File: src/rtl/bsd_pkg.sv
// Package: shared types and constants of the backslash escape decoder.
`default_nettype none
package bsd_pkg;

   localparam logic [1:0] MODE_PLAIN = 2'd0;
   localparam logic [1:0] MODE_ESC   = 2'd1;
   localparam logic [1:0] MODE_OCT   = 2'd2;

   localparam logic [7:0] CHR_BSLASH = 8'h5C;
   localparam logic [7:0] CHR_OCT_LO = 8'h30;  // '0'
   localparam logic [7:0] CHR_OCT_HI = 8'h37;  // '7'
   localparam logic [7:0] CHR_N      = 8'h6E;
   localparam logic [7:0] CHR_T      = 8'h74;
   localparam logic [7:0] CHR_R      = 8'h72;
   localparam logic [7:0] CHR_B      = 8'h62;
   localparam logic [7:0] CHR_F      = 8'h66;

   localparam logic [7:0] CTL_LF = 8'h0A;
   localparam logic [7:0] CTL_HT = 8'h09;
   localparam logic [7:0] CTL_CR = 8'h0D;
   localparam logic [7:0] CTL_BS = 8'h08;
   localparam logic [7:0] CTL_FF = 8'h0C;

   localparam logic [1:0] OCT_MAX_DIGITS = 2'd3;

   // result queue
   localparam int unsigned QDEPTH = 4;
   localparam int unsigned QPTRW  = 2;
   localparam int unsigned QCNTW  = 3;

   typedef struct packed {
      logic [1:0] mode;
      logic [7:0] accum;
      logic [1:0] digits;
   } state_type;

   typedef struct packed {
      logic [7:0] out_byte;
      logic       end_marker;
      logic       run_last;
   } result_type;

   typedef struct packed {
      state_type  nxt;
      logic [1:0] num;
      result_type res0;
      result_type res1;
   } decode_type;

endpackage
`default_nettype wire

File: src/rtl/bsd_decode.sv
// Combinational decode of one item against the current escape state.
`default_nettype none
module bsd_decode (
   input  wire logic              [7:0] in_byte,
   input  wire logic                    end_flag,
   input  wire bsd_pkg::state_type      cur,
   output bsd_pkg::decode_type          dec
);

   logic [7:0] acc_shift;
   logic [1:0] dig_inc;

   assign acc_shift = {cur.accum[4:0], in_byte[2:0]};
   assign dig_inc   = cur.digits + 2'd1;

   always_comb begin
      dec      = '0;
      dec.nxt  = cur;
      if (end_flag) begin
         if (cur.mode == bsd_pkg::MODE_ESC) begin
            dec.res0 = '{out_byte: bsd_pkg::CHR_BSLASH, end_marker: 1'b0, run_last: 1'b0};
            dec.res1 = '{out_byte: 8'h00, end_marker: 1'b1, run_last: 1'b1};
            dec.num  = 2'd2;
         end else if (cur.mode == bsd_pkg::MODE_OCT) begin
            dec.res0 = '{out_byte: cur.accum, end_marker: 1'b0, run_last: 1'b0};
            dec.res1 = '{out_byte: 8'h00, end_marker: 1'b1, run_last: 1'b1};
            dec.num  = 2'd2;
         end else begin
            dec.res0 = '{out_byte: 8'h00, end_marker: 1'b1, run_last: 1'b1};
            dec.num  = 2'd1;
         end
         dec.nxt = '{mode: bsd_pkg::MODE_PLAIN, accum: 8'h00, digits: 2'd0};
      end else begin
         case (cur.mode)
            bsd_pkg::MODE_ESC: begin
               dec.nxt.mode = bsd_pkg::MODE_PLAIN;
               dec.num      = 2'd1;
               dec.res0     = '{out_byte: in_byte, end_marker: 1'b0, run_last: 1'b1};
               case (in_byte)
                  bsd_pkg::CHR_N: dec.res0.out_byte = bsd_pkg::CTL_LF;
                  bsd_pkg::CHR_T: dec.res0.out_byte = bsd_pkg::CTL_HT;
                  bsd_pkg::CHR_R: dec.res0.out_byte = bsd_pkg::CTL_CR;
                  bsd_pkg::CHR_B: dec.res0.out_byte = bsd_pkg::CTL_BS;
                  bsd_pkg::CHR_F: dec.res0.out_byte = bsd_pkg::CTL_FF;
                  default: begin
                     if (in_byte inside {[bsd_pkg::CHR_OCT_LO:bsd_pkg::CHR_OCT_HI]}) begin
                        dec.nxt = '{mode: bsd_pkg::MODE_OCT,
                                    accum: {5'd0, in_byte[2:0]}, digits: 2'd1};
                        dec.num = 2'd0;
                     end
                  end
               endcase
            end
            bsd_pkg::MODE_OCT: begin
               if (in_byte inside {[bsd_pkg::CHR_OCT_LO:bsd_pkg::CHR_OCT_HI]}) begin
                  dec.nxt.accum  = acc_shift;
                  dec.nxt.digits = dig_inc;
                  if (dig_inc == bsd_pkg::OCT_MAX_DIGITS) begin
                     dec.res0 = '{out_byte: acc_shift, end_marker: 1'b0, run_last: 1'b1};
                     dec.num  = 2'd1;
                     dec.nxt  = '{mode: bsd_pkg::MODE_PLAIN, accum: 8'h00, digits: 2'd0};
                  end
               end else begin
                  // flush the pending value, then treat the byte as plain
                  dec.nxt = '{mode: bsd_pkg::MODE_PLAIN, accum: 8'h00, digits: 2'd0};
                  if (in_byte == bsd_pkg::CHR_BSLASH) begin
                     dec.nxt.mode = bsd_pkg::MODE_ESC;
                     dec.res0 = '{out_byte: cur.accum, end_marker: 1'b0, run_last: 1'b1};
                     dec.num  = 2'd1;
                  end else begin
                     dec.res0 = '{out_byte: cur.accum, end_marker: 1'b0, run_last: 1'b0};
                     dec.res1 = '{out_byte: in_byte, end_marker: 1'b0, run_last: 1'b1};
                     dec.num  = 2'd2;
                  end
               end
            end
            default: begin
               // plain mode; the unused code behaves the same
               if (in_byte == bsd_pkg::CHR_BSLASH) begin
                  dec.nxt.mode = bsd_pkg::MODE_ESC;
               end else begin
                  dec.nxt.mode = bsd_pkg::MODE_PLAIN;
                  dec.res0 = '{out_byte: in_byte, end_marker: 1'b0, run_last: 1'b1};
                  dec.num  = 2'd1;
               end
            end
         endcase
      end
   end

endmodule
`default_nettype wire

File: src/rtl/backslash_escape_decoder_top.sv
// Top level: backslash escape decoder with a small result queue.
//
// Usage:
//   req channel: one text byte per item (req_in_byte), or an end-of-string
//   item (req_end_flag = 1) that closes the current string.
//   rsp channel: decoded bytes; an end item gives an end marker, preceded by
//   a dangling backslash or pending octal value if there is one.
//   rsp_run_last marks the last result that an input item caused.
// Path: each result is registered in the result queue and reaches rsp after the results ahead of it.
// Throughput: one item per cycle while rsp_ready is high and each item gives
//   at most one result. The rsp side moves one result per cycle, so items
//   that give two results (octal flush, end of string after an escape) fill
//   the four-entry queue; req_ready drops while it holds more than two entries.
// Stall: while rsp_ready is low results wait in the queue, in order; the
//   input side keeps accepting until the queue lacks room for two results.
// Reset: synchronous, active high; empties the queue and returns the
//   decoder to plain mode with a cleared octal value.
`default_nettype none
module backslash_escape_decoder_top (
   input  wire logic       clock,
   input  wire logic       reset,
   input  wire logic       req_valid,
   output logic            req_ready,
   input  wire logic [7:0] req_in_byte,
   input  wire logic       req_end_flag,
   output logic            rsp_valid,
   input  wire logic       rsp_ready,
   output logic      [7:0] rsp_out_byte,
   output logic            rsp_end_marker,
   output logic            rsp_run_last
);

   bsd_pkg::state_type  state_ff, state_in;
   bsd_pkg::decode_type dec;
   bsd_pkg::result_type q_ff [bsd_pkg::QDEPTH];

   logic [bsd_pkg::QPTRW-1:0] wr_ptr_ff, wr_ptr_in, rd_ptr_ff, rd_ptr_in, wr_ptr_p1;
   logic [bsd_pkg::QCNTW-1:0] count_ff, count_in;
   logic                      accept, pop;

   bsd_decode u_decode (
      .in_byte  (req_in_byte),
      .end_flag (req_end_flag),
      .cur      (state_ff),
      .dec      (dec)
   );

   assign req_ready = (count_ff <= bsd_pkg::QCNTW'(bsd_pkg::QDEPTH - 2));
   assign accept    = req_valid & req_ready;
   assign rsp_valid = (count_ff != '0);
   assign pop       = rsp_valid & rsp_ready;
   assign wr_ptr_p1 = wr_ptr_ff + 1'b1;

   assign rsp_out_byte   = q_ff[rd_ptr_ff].out_byte;
   assign rsp_end_marker = q_ff[rd_ptr_ff].end_marker;
   assign rsp_run_last   = q_ff[rd_ptr_ff].run_last;

   always_comb begin
      state_in  = accept ? dec.nxt : state_ff;
      wr_ptr_in = accept ? wr_ptr_ff + dec.num : wr_ptr_ff;
      rd_ptr_in = pop ? rd_ptr_ff + 1'b1 : rd_ptr_ff;
      count_in  = count_ff + (accept ? {1'b0, dec.num} : '0)
                  - {{(bsd_pkg::QCNTW-1){1'b0}}, pop};
   end

   always_ff @(posedge clock) begin
      if (reset) begin
         state_ff  <= '{mode: bsd_pkg::MODE_PLAIN, accum: 8'h00, digits: 2'd0};
         wr_ptr_ff <= '0;
         rd_ptr_ff <= '0;
         count_ff  <= '0;
      end else begin
         state_ff  <= state_in;
         wr_ptr_ff <= wr_ptr_in;
         rd_ptr_ff <= rd_ptr_in;
         count_ff  <= count_in;
      end
   end

   always_ff @(posedge clock) begin
      if (accept && dec.num != 2'd0) begin
         q_ff[wr_ptr_ff] <= dec.res0;
      end
      if (accept && dec.num == 2'd2) begin
         q_ff[wr_ptr_p1] <= dec.res1;
      end
   end

`ifndef SYNTHESIS
   a_count_range: assert property (@(posedge clock) disable iff (reset)
      count_ff <= bsd_pkg::QCNTW'(bsd_pkg::QDEPTH))
      else $error("result queue overfilled");

   a_end_emits: assert property (@(posedge clock) disable iff (reset)
      accept && req_end_flag |-> dec.num != 2'd0 && (dec.num == 2'd1 ?
         dec.res0.end_marker : dec.res1.end_marker))
      else $error("end item without end marker");

   a_end_clears: assert property (@(posedge clock) disable iff (reset)
      accept && req_end_flag |=> state_ff.mode == bsd_pkg::MODE_PLAIN &&
         state_ff.accum == 8'h00 && state_ff.digits == 2'd0)
      else $error("state not cleared after end of string");

   a_oct_digits: assert property (@(posedge clock) disable iff (reset)
      state_ff.mode == bsd_pkg::MODE_OCT |->
         state_ff.digits == 2'd1 || state_ff.digits == 2'd2)
      else $error("octal digit count out of range");
`endif

endmodule
`default_nettype wire

File: config.mk
export PLATFORM = sky130hd
export DESIGN_NAME = backslash_escape_decoder_top
export DESIGN_NICKNAME = d
export VERILOG_FILES = /design/src/rtl/bsd_pkg.sv /design/src/rtl/bsd_decode.sv /design/src/rtl/backslash_escape_decoder_top.sv
export SDC_FILE = /design/constraint.sdc
export NUM_CORES = 1
export LEC_CHECK = 0
export BUFFER_PORTS_ARGS = -buffer_cell sky130_fd_sc_hd__buf_2
export CAP_MARGIN = 0
export CORE_MARGIN = 3
export CORE_UTILIZATION = 59
export CTS_CLUSTER_SIZE = 25
export DETAILED_ROUTE_END_ITERATION = 7
export HOLD_SLACK_MARGIN = 0.15
export PLACE_DENSITY = 0.78
export SYNTH_ARGS = -nofsm -noshare
export SYNTH_HDL_FRONTEND = slang
export SYNTH_SLANG_ARGS = --single-unit
File: constraint.sdc
create_clock -name clock -period 5.91 [get_ports clock]
set_input_delay 0.591 -clock clock [delete_from_list [all_inputs] [get_ports clock]]
set_output_delay 0.591 -clock clock [all_outputs]
set_load 0.03 [all_outputs]
==> results of run 1 <==
[cell usage after synthesis, types with 4 or more instances]
cell	count	area, um^2
a21oi_1	19	95.1
and2_1	6	37.5
buf_6	5	56.3
clkbuf_1	10	37.5
dfxtp_1	21	420
edfxtp_1	40	1200
ha_1	6	75.1
inv_1	10	37.5
mux2i_1	34	340
mux4_2	10	225
nand2_1	40	150
nand2b_1	10	62.6
nand3_1	7	35.0
nor2_1	16	60.1
nor2b_1	5	31.3
nor3_1	5	25.0
nor3_2	5	50.1
o21a_1	5	37.5
o21ai_0	12	60.1
xnor2_1	4	35.0
[path summary, 6_finish.rpt]
kind / to / slack, ns / cells after the start
worst max register to register: count_ff[2] / 2.27 / 14
worst min-delay path: state_ff[7] / 0.47 / 2
worst min register to register: state_ff[7] / 0.47 / 2
worst max-delay path: count_ff[2] / 2.27 / 14
[cells in the final DEF (no fill, tap or decap), types with 4 or more instances in the layout]
master and n:
a21oi_1 19, and2_1 6, buf_2 24, clkbuf_8 9, dfxtp_1 21, edfxtp_1 40, ha_1 6, inv_1 10
mux2i_1 34, mux4_2 10, nand2_1 40, nand2b_1 10, nand3_1 7, nor2_1 16, nor2b_1 5, nor3_1 5
nor3_2 5, o21a_1 5, o21ai_0 12, xnor2_1 4
[critical path, cell delays in order (launching register included)]
cell,delay [ns]
dfxtp_1,0.36
inv_1,0.06
ha_1,0.59
clkinv_1,0.43
a31o_2,0.36
a32oi_4,0.35
nand2_1,0.11
ha_1,0.28
inv_1,0.06
ha_1,0.13
inv_1,0.05
fa_1,0.37
xnor2_1,0.20
xnor2_1,0.14
nor2_1,0.05
[report_power, final]
part / total, mW / internal, mW / switching (mW) / leakage (nW)
Clock: 0.423 / 0.239 / 0.183 / 0.110
Sequential: 0.539 / 0.500 / 0.0390 / 0.538
Combinational: 0.321 / 0.130 / 0.191 / 0.638
Total: 1.28 / 0.870 / 0.413 / 1.29
[registers in the layout (all words and copies together) (netlist names), named ones only]
signal / flops
count_ff: 3
q_ff: 40
wr_ptr_ff: 2
state_ff: 12
rd_ptr_ff: 2
[cell families (layout without fill, tap and decap cells)]
logic type,after synthesis,after routing,synth area share
buffers and inverters,32,53,0.0435
XOR/XNOR,5,5,0.0116
AO/OA/AOI/OAI,76,76,0.154
AND/OR/NAND/NOR,119,119,0.183
multiplexers,45,45,0.153
adder cells (fa/ha/maj),7,7,0.0252
flip-flops,61,61,0.430
[layout make-up]
cell class              count  area, um^2
well taps                  75        93.8
inverters                  12        45.0
fillers                   467        1960
repair buffers             25         128
flip-flops and latches     61        1620
clock buffers               9         124
multi-input cells         252        1990
clock inverters             7        98.8
[through the flow]
stage / std cells / hold slack (ns) / power (mW) / setup WS (ns)
global route: 441 / 0.504 / 1.34 / 2.08
finish: 441 / 0.471 / 1.28 / 2.27
global placement: 425 / 0.455 / 0.863 / 2.34
CTS: 441 / 0.472 / 1.29 / 2.32
floorplan: 345 / 0.437 / 0.791 / 2.90
detailed placement: 425 / 0.461 / 0.872 / 2.36
[per-layer routing]
layer | vias to the layer above | routed length (um) | global-route usage
met5 | - | 0 | 0
met4 | 0 | 251 | 0.117
met3 | 30 | 536 | 0.0317
met2 | 142 | 4220 | 0.421
met1 | 1368 | 3730 | 0.329
li1 | 1337 | - | -
==> results.cfg, run 1 <==
[status]
outcome = complete, no violations

[clock_network]
clk_pin_slew_ns = 0.08
ctsHtreeMaxLevel = 3
root_buffer = clkbuf_8
cts-buffers-inserted = 9
cts_resized = 0
clock_sinks = 61
cts_tree = built
clock_latency_ns = 0.35
postCtsHoldBufs = 0
cts_setup_buffers = 0
clock_path_buffers = 2

[drt]
postRouteAntennaNets = 0
drcViolationCount = 0
detail_route.wl_per_cell_um = 19.8
drt-total-wl_um = 8740
dr.pass1.iters = 5
initialDrtViolationCount = 290
viasPerCell = 6.52
vias = 2877

[timing]
tightestPinTransition_ns = 1.05
rsz0062_at_grt = no
post-route-period-util = 0.616
slew_headroom = 0.295
finalCriticalPeriod_ns = 3.64
fin_skew_ns = 0.00995
fmax_mhz = 275
hold_viol = 0
tns_ns = 0
final-setup-viol-count = 0
slew_violations = 0

[placement]
dp.final_hpwl_um = 6140
port_buffers = 24
gp_congestion = 0.945
dpl-instance-area_um2 = 3870

[critical_path]
cp.required_ns = 6.14
end_kind = flop
crit_type = flop to flop
start_kind = flop
cp_max_fo = 14
cp-startpoint = state_ff[10]
r2r-start = state_ff[10]
cp.arrival_ns = 3.87

[grt]
grt_pass1_vias = 2802
grt_overflow_total = 0
grt_usage = 0.253
grt_start_max_net_pins = 22
grt_pass1_wl_um = 14400
antenna_found_initial = 0

[synthesis]
synth_edf_count = 40
syn_avg_cell_area_um2 = 10.9
synthesis.instances = 345
synth_area_um2 = 3770
seq_area_frac_synth = 0.430
yosysUniqueCellTypes = 71
synthFlopType = edfxtp_1
async_flop_share = 0
syn_nets = 365
ys_seq_elements = 61
ys_warn_count = 0

[power_and_ir_drop]
leakagePower_nw = 1.29
p_per_area_nw_per_um2 = 313
ir_worst_vdd_v = 0.000213

[floorplanning]
dieHeight_um = 86.0
coreArea_um2 = 6060
rows = 28
die_x_um = 86.0
dieArea_um2 = 7390
initial_core_util = 0.622
num_io_pins = 25

[min_path]
hp-class = flop to flop
hp-start = state_ff[7]

[final_layout]
syn_to_final_growth_pct = 8.63
n_antenna_cell = 0
final_core_util = 0.676
drive_gt1_frac = 0.197
final_nets = 381
postLayoutCellArea_um2 = 4100

[flow_run]
maxCapViolations = 0
No activity file was read; power rests on OpenSTA's default activity.
==> inputs of run 2 (changes only) <==
==> constraint.sdc (replaced) <==
create_clock -name clock -period 3.56 [get_ports clock]
set_input_delay 0.356 -clock clock [delete_from_list [all_inputs] [get_ports clock]]
set_output_delay 0.356 -clock clock [all_outputs]
set_load 0.03 [all_outputs]
==> results.cfg, run 2 (synthesized netlist as in run 1, its figures left out) <==
[flow_run]
maxCapViolations = 0

[clock_network]
clock_path_buffers = 2
cts-buffers-inserted = 9
cts_resized = 0
postCtsHoldBufs = 0
cts_tree = built
ctsHtreeMaxLevel = 3
clock_sinks = 61
clk_pin_slew_ns = 0.07
cts_setup_buffers = 0
root_buffer = clkbuf_8
clock_latency_ns = 0.35

[timing]
fin_skew_ns = 0.0114
hold_viol = 0
whs_ns = 0.358
post-route-period-util = 0.866
fmax_mhz = 324
rsz0062_at_grt = no
slew_headroom = 0.278
tns_ns = 0
tightestPinTransition_ns = 1.08
slew_violations = 0
finalCriticalPeriod_ns = 3.08
final-setup-viol-count = 0

[drt]
dr.pass1.iters = 5
drt-total-wl_um = 9060
vias = 2909
postRouteAntennaNets = 0
initialDrtViolationCount = 189
drcViolationCount = 0
viasPerCell = 6.46
detail_route.wl_per_cell_um = 20.1

[floorplanning]
dieHeight_um = 86.0
dieArea_um2 = 7390
die_x_um = 86.0
initial_core_util = 0.622
num_io_pins = 25
rows = 28
coreArea_um2 = 6060

[final_layout]
top_regs = q_ff x40, state_ff x12, count_ff x3
drive_gt1_frac = 0.216
final_nets = 390
syn_to_final_growth_pct = 10.0
final_cell_mix = 40 x nand2_1, 40 x edfxtp_1, 34 x mux2i_1, 24 x buf_2, 21 x dfxtp_1
fin_cells = 450
final_core_util = 0.685
largest_reg_flops = 40
top_register = q_ff
n_antenna_cell = 0

[power_and_ir_drop]
ir_worst_vdd_v = 0.000332
p_per_area_nw_per_um2 = 504
p_total_mw = 2.09
leakagePower_nw = 1.32

[grt]
grt_usage = 0.263
grt_overflow_total = 0
grt_pass1_wl_um = 14800
antenna_found_initial = 0
grt_start_max_net_pins = 22
grt_pass1_vias = 2832

[min_path]
hp-class = primary input to flop

[placement]
gp_congestion = 0.906
port_buffers = 24
dp_cells = 434
dp.final_hpwl_um = 6470

[critical_path]
crit_type = flop to flop
cp.arrival_ns = 3.31
cp.required_ns = 3.79
cp_max_fo = 9
end_kind = flop
start_kind = flop

[status]
outcome = complete, no violations
==> run 2: changes by cell type in the layout (fill, tap and decap cells not counted) <==
cell,before,now
clkinv_2,1,0
clkinvlp_4,1,3
inv_6,1,2
buf_4,1,10
bufinv_16,2,1
clkbuf_8,9,10
clkinv_4,2,0
==> run 2: cell type report <==
type                    count  area, um^2
fillers                   463        1910
inverters                  12        45.0
multi-input cells         252        1990
repair buffers             34         195
clock inverters             6        70.1
flip-flops and latches     61        1620
well taps                  75        93.8
clock buffers              10         138
==> run 2: path summary, 6_finish.rpt <==
| check | start | endpoint | slack (ns) | cells past startpoint |
|---|---|---|---|---|
| worst min register to register | state_ff[10] | state_ff[10] | 0.47 | 2 |
| worst max-delay path | state_ff[10] | count_ff[2] | 0.48 | 14 |
| worst max register to register | state_ff[10] | count_ff[2] | 0.48 | 14 |
| worst min-delay path | req_valid | wr_ptr_ff[0] | 0.36 | 4 |
==> run 2: metrics by stage <==
| step | area, um^2 | setup WS, ns |
|---|---|---|
| 5_1_grt | 4150 | 0.278 |
| 2_1_floorplan | 3770 | 0.635 |
| 3_3_place_gp | 3940 | 0.571 |
| 6_report | 4150 | 0.476 |
| 4_1_cts | 4150 | 0.463 |
| 3_5_place_dp | 3940 | 0.470 |
==> run 2: critical path, stage by stage, from the launching register on <==
cell and delay [ns]:
dfxtp_1 0.35, inv_1 0.05, ha_1 0.45, clkinv_1 0.13
a31o_2 0.26, a32oi_4 0.35, nand2_1 0.10, ha_1 0.28
inv_1 0.06, ha_1 0.14, inv_1 0.05, fa_1 0.38
xnor2_1 0.18, xnor2_1 0.14, nor2_1 0.05
==> run 2: metal layers <==
metal  GRT usage  share of wire
met1       0.349           0.44
met2       0.430           0.49
met4      0.0993          0.016
met3      0.0442          0.058
met5           0              0
==> run 2: power by group <==
| group | internal (mW) | switching [mW] | leakage, nW |
|---|---|---|---|
| Clock | 0.347 | 0.303 | 0.0955 |
| Sequential | 0.830 | 0.0663 | 0.538 |
| Combinational | 0.224 | 0.324 | 0.685 |
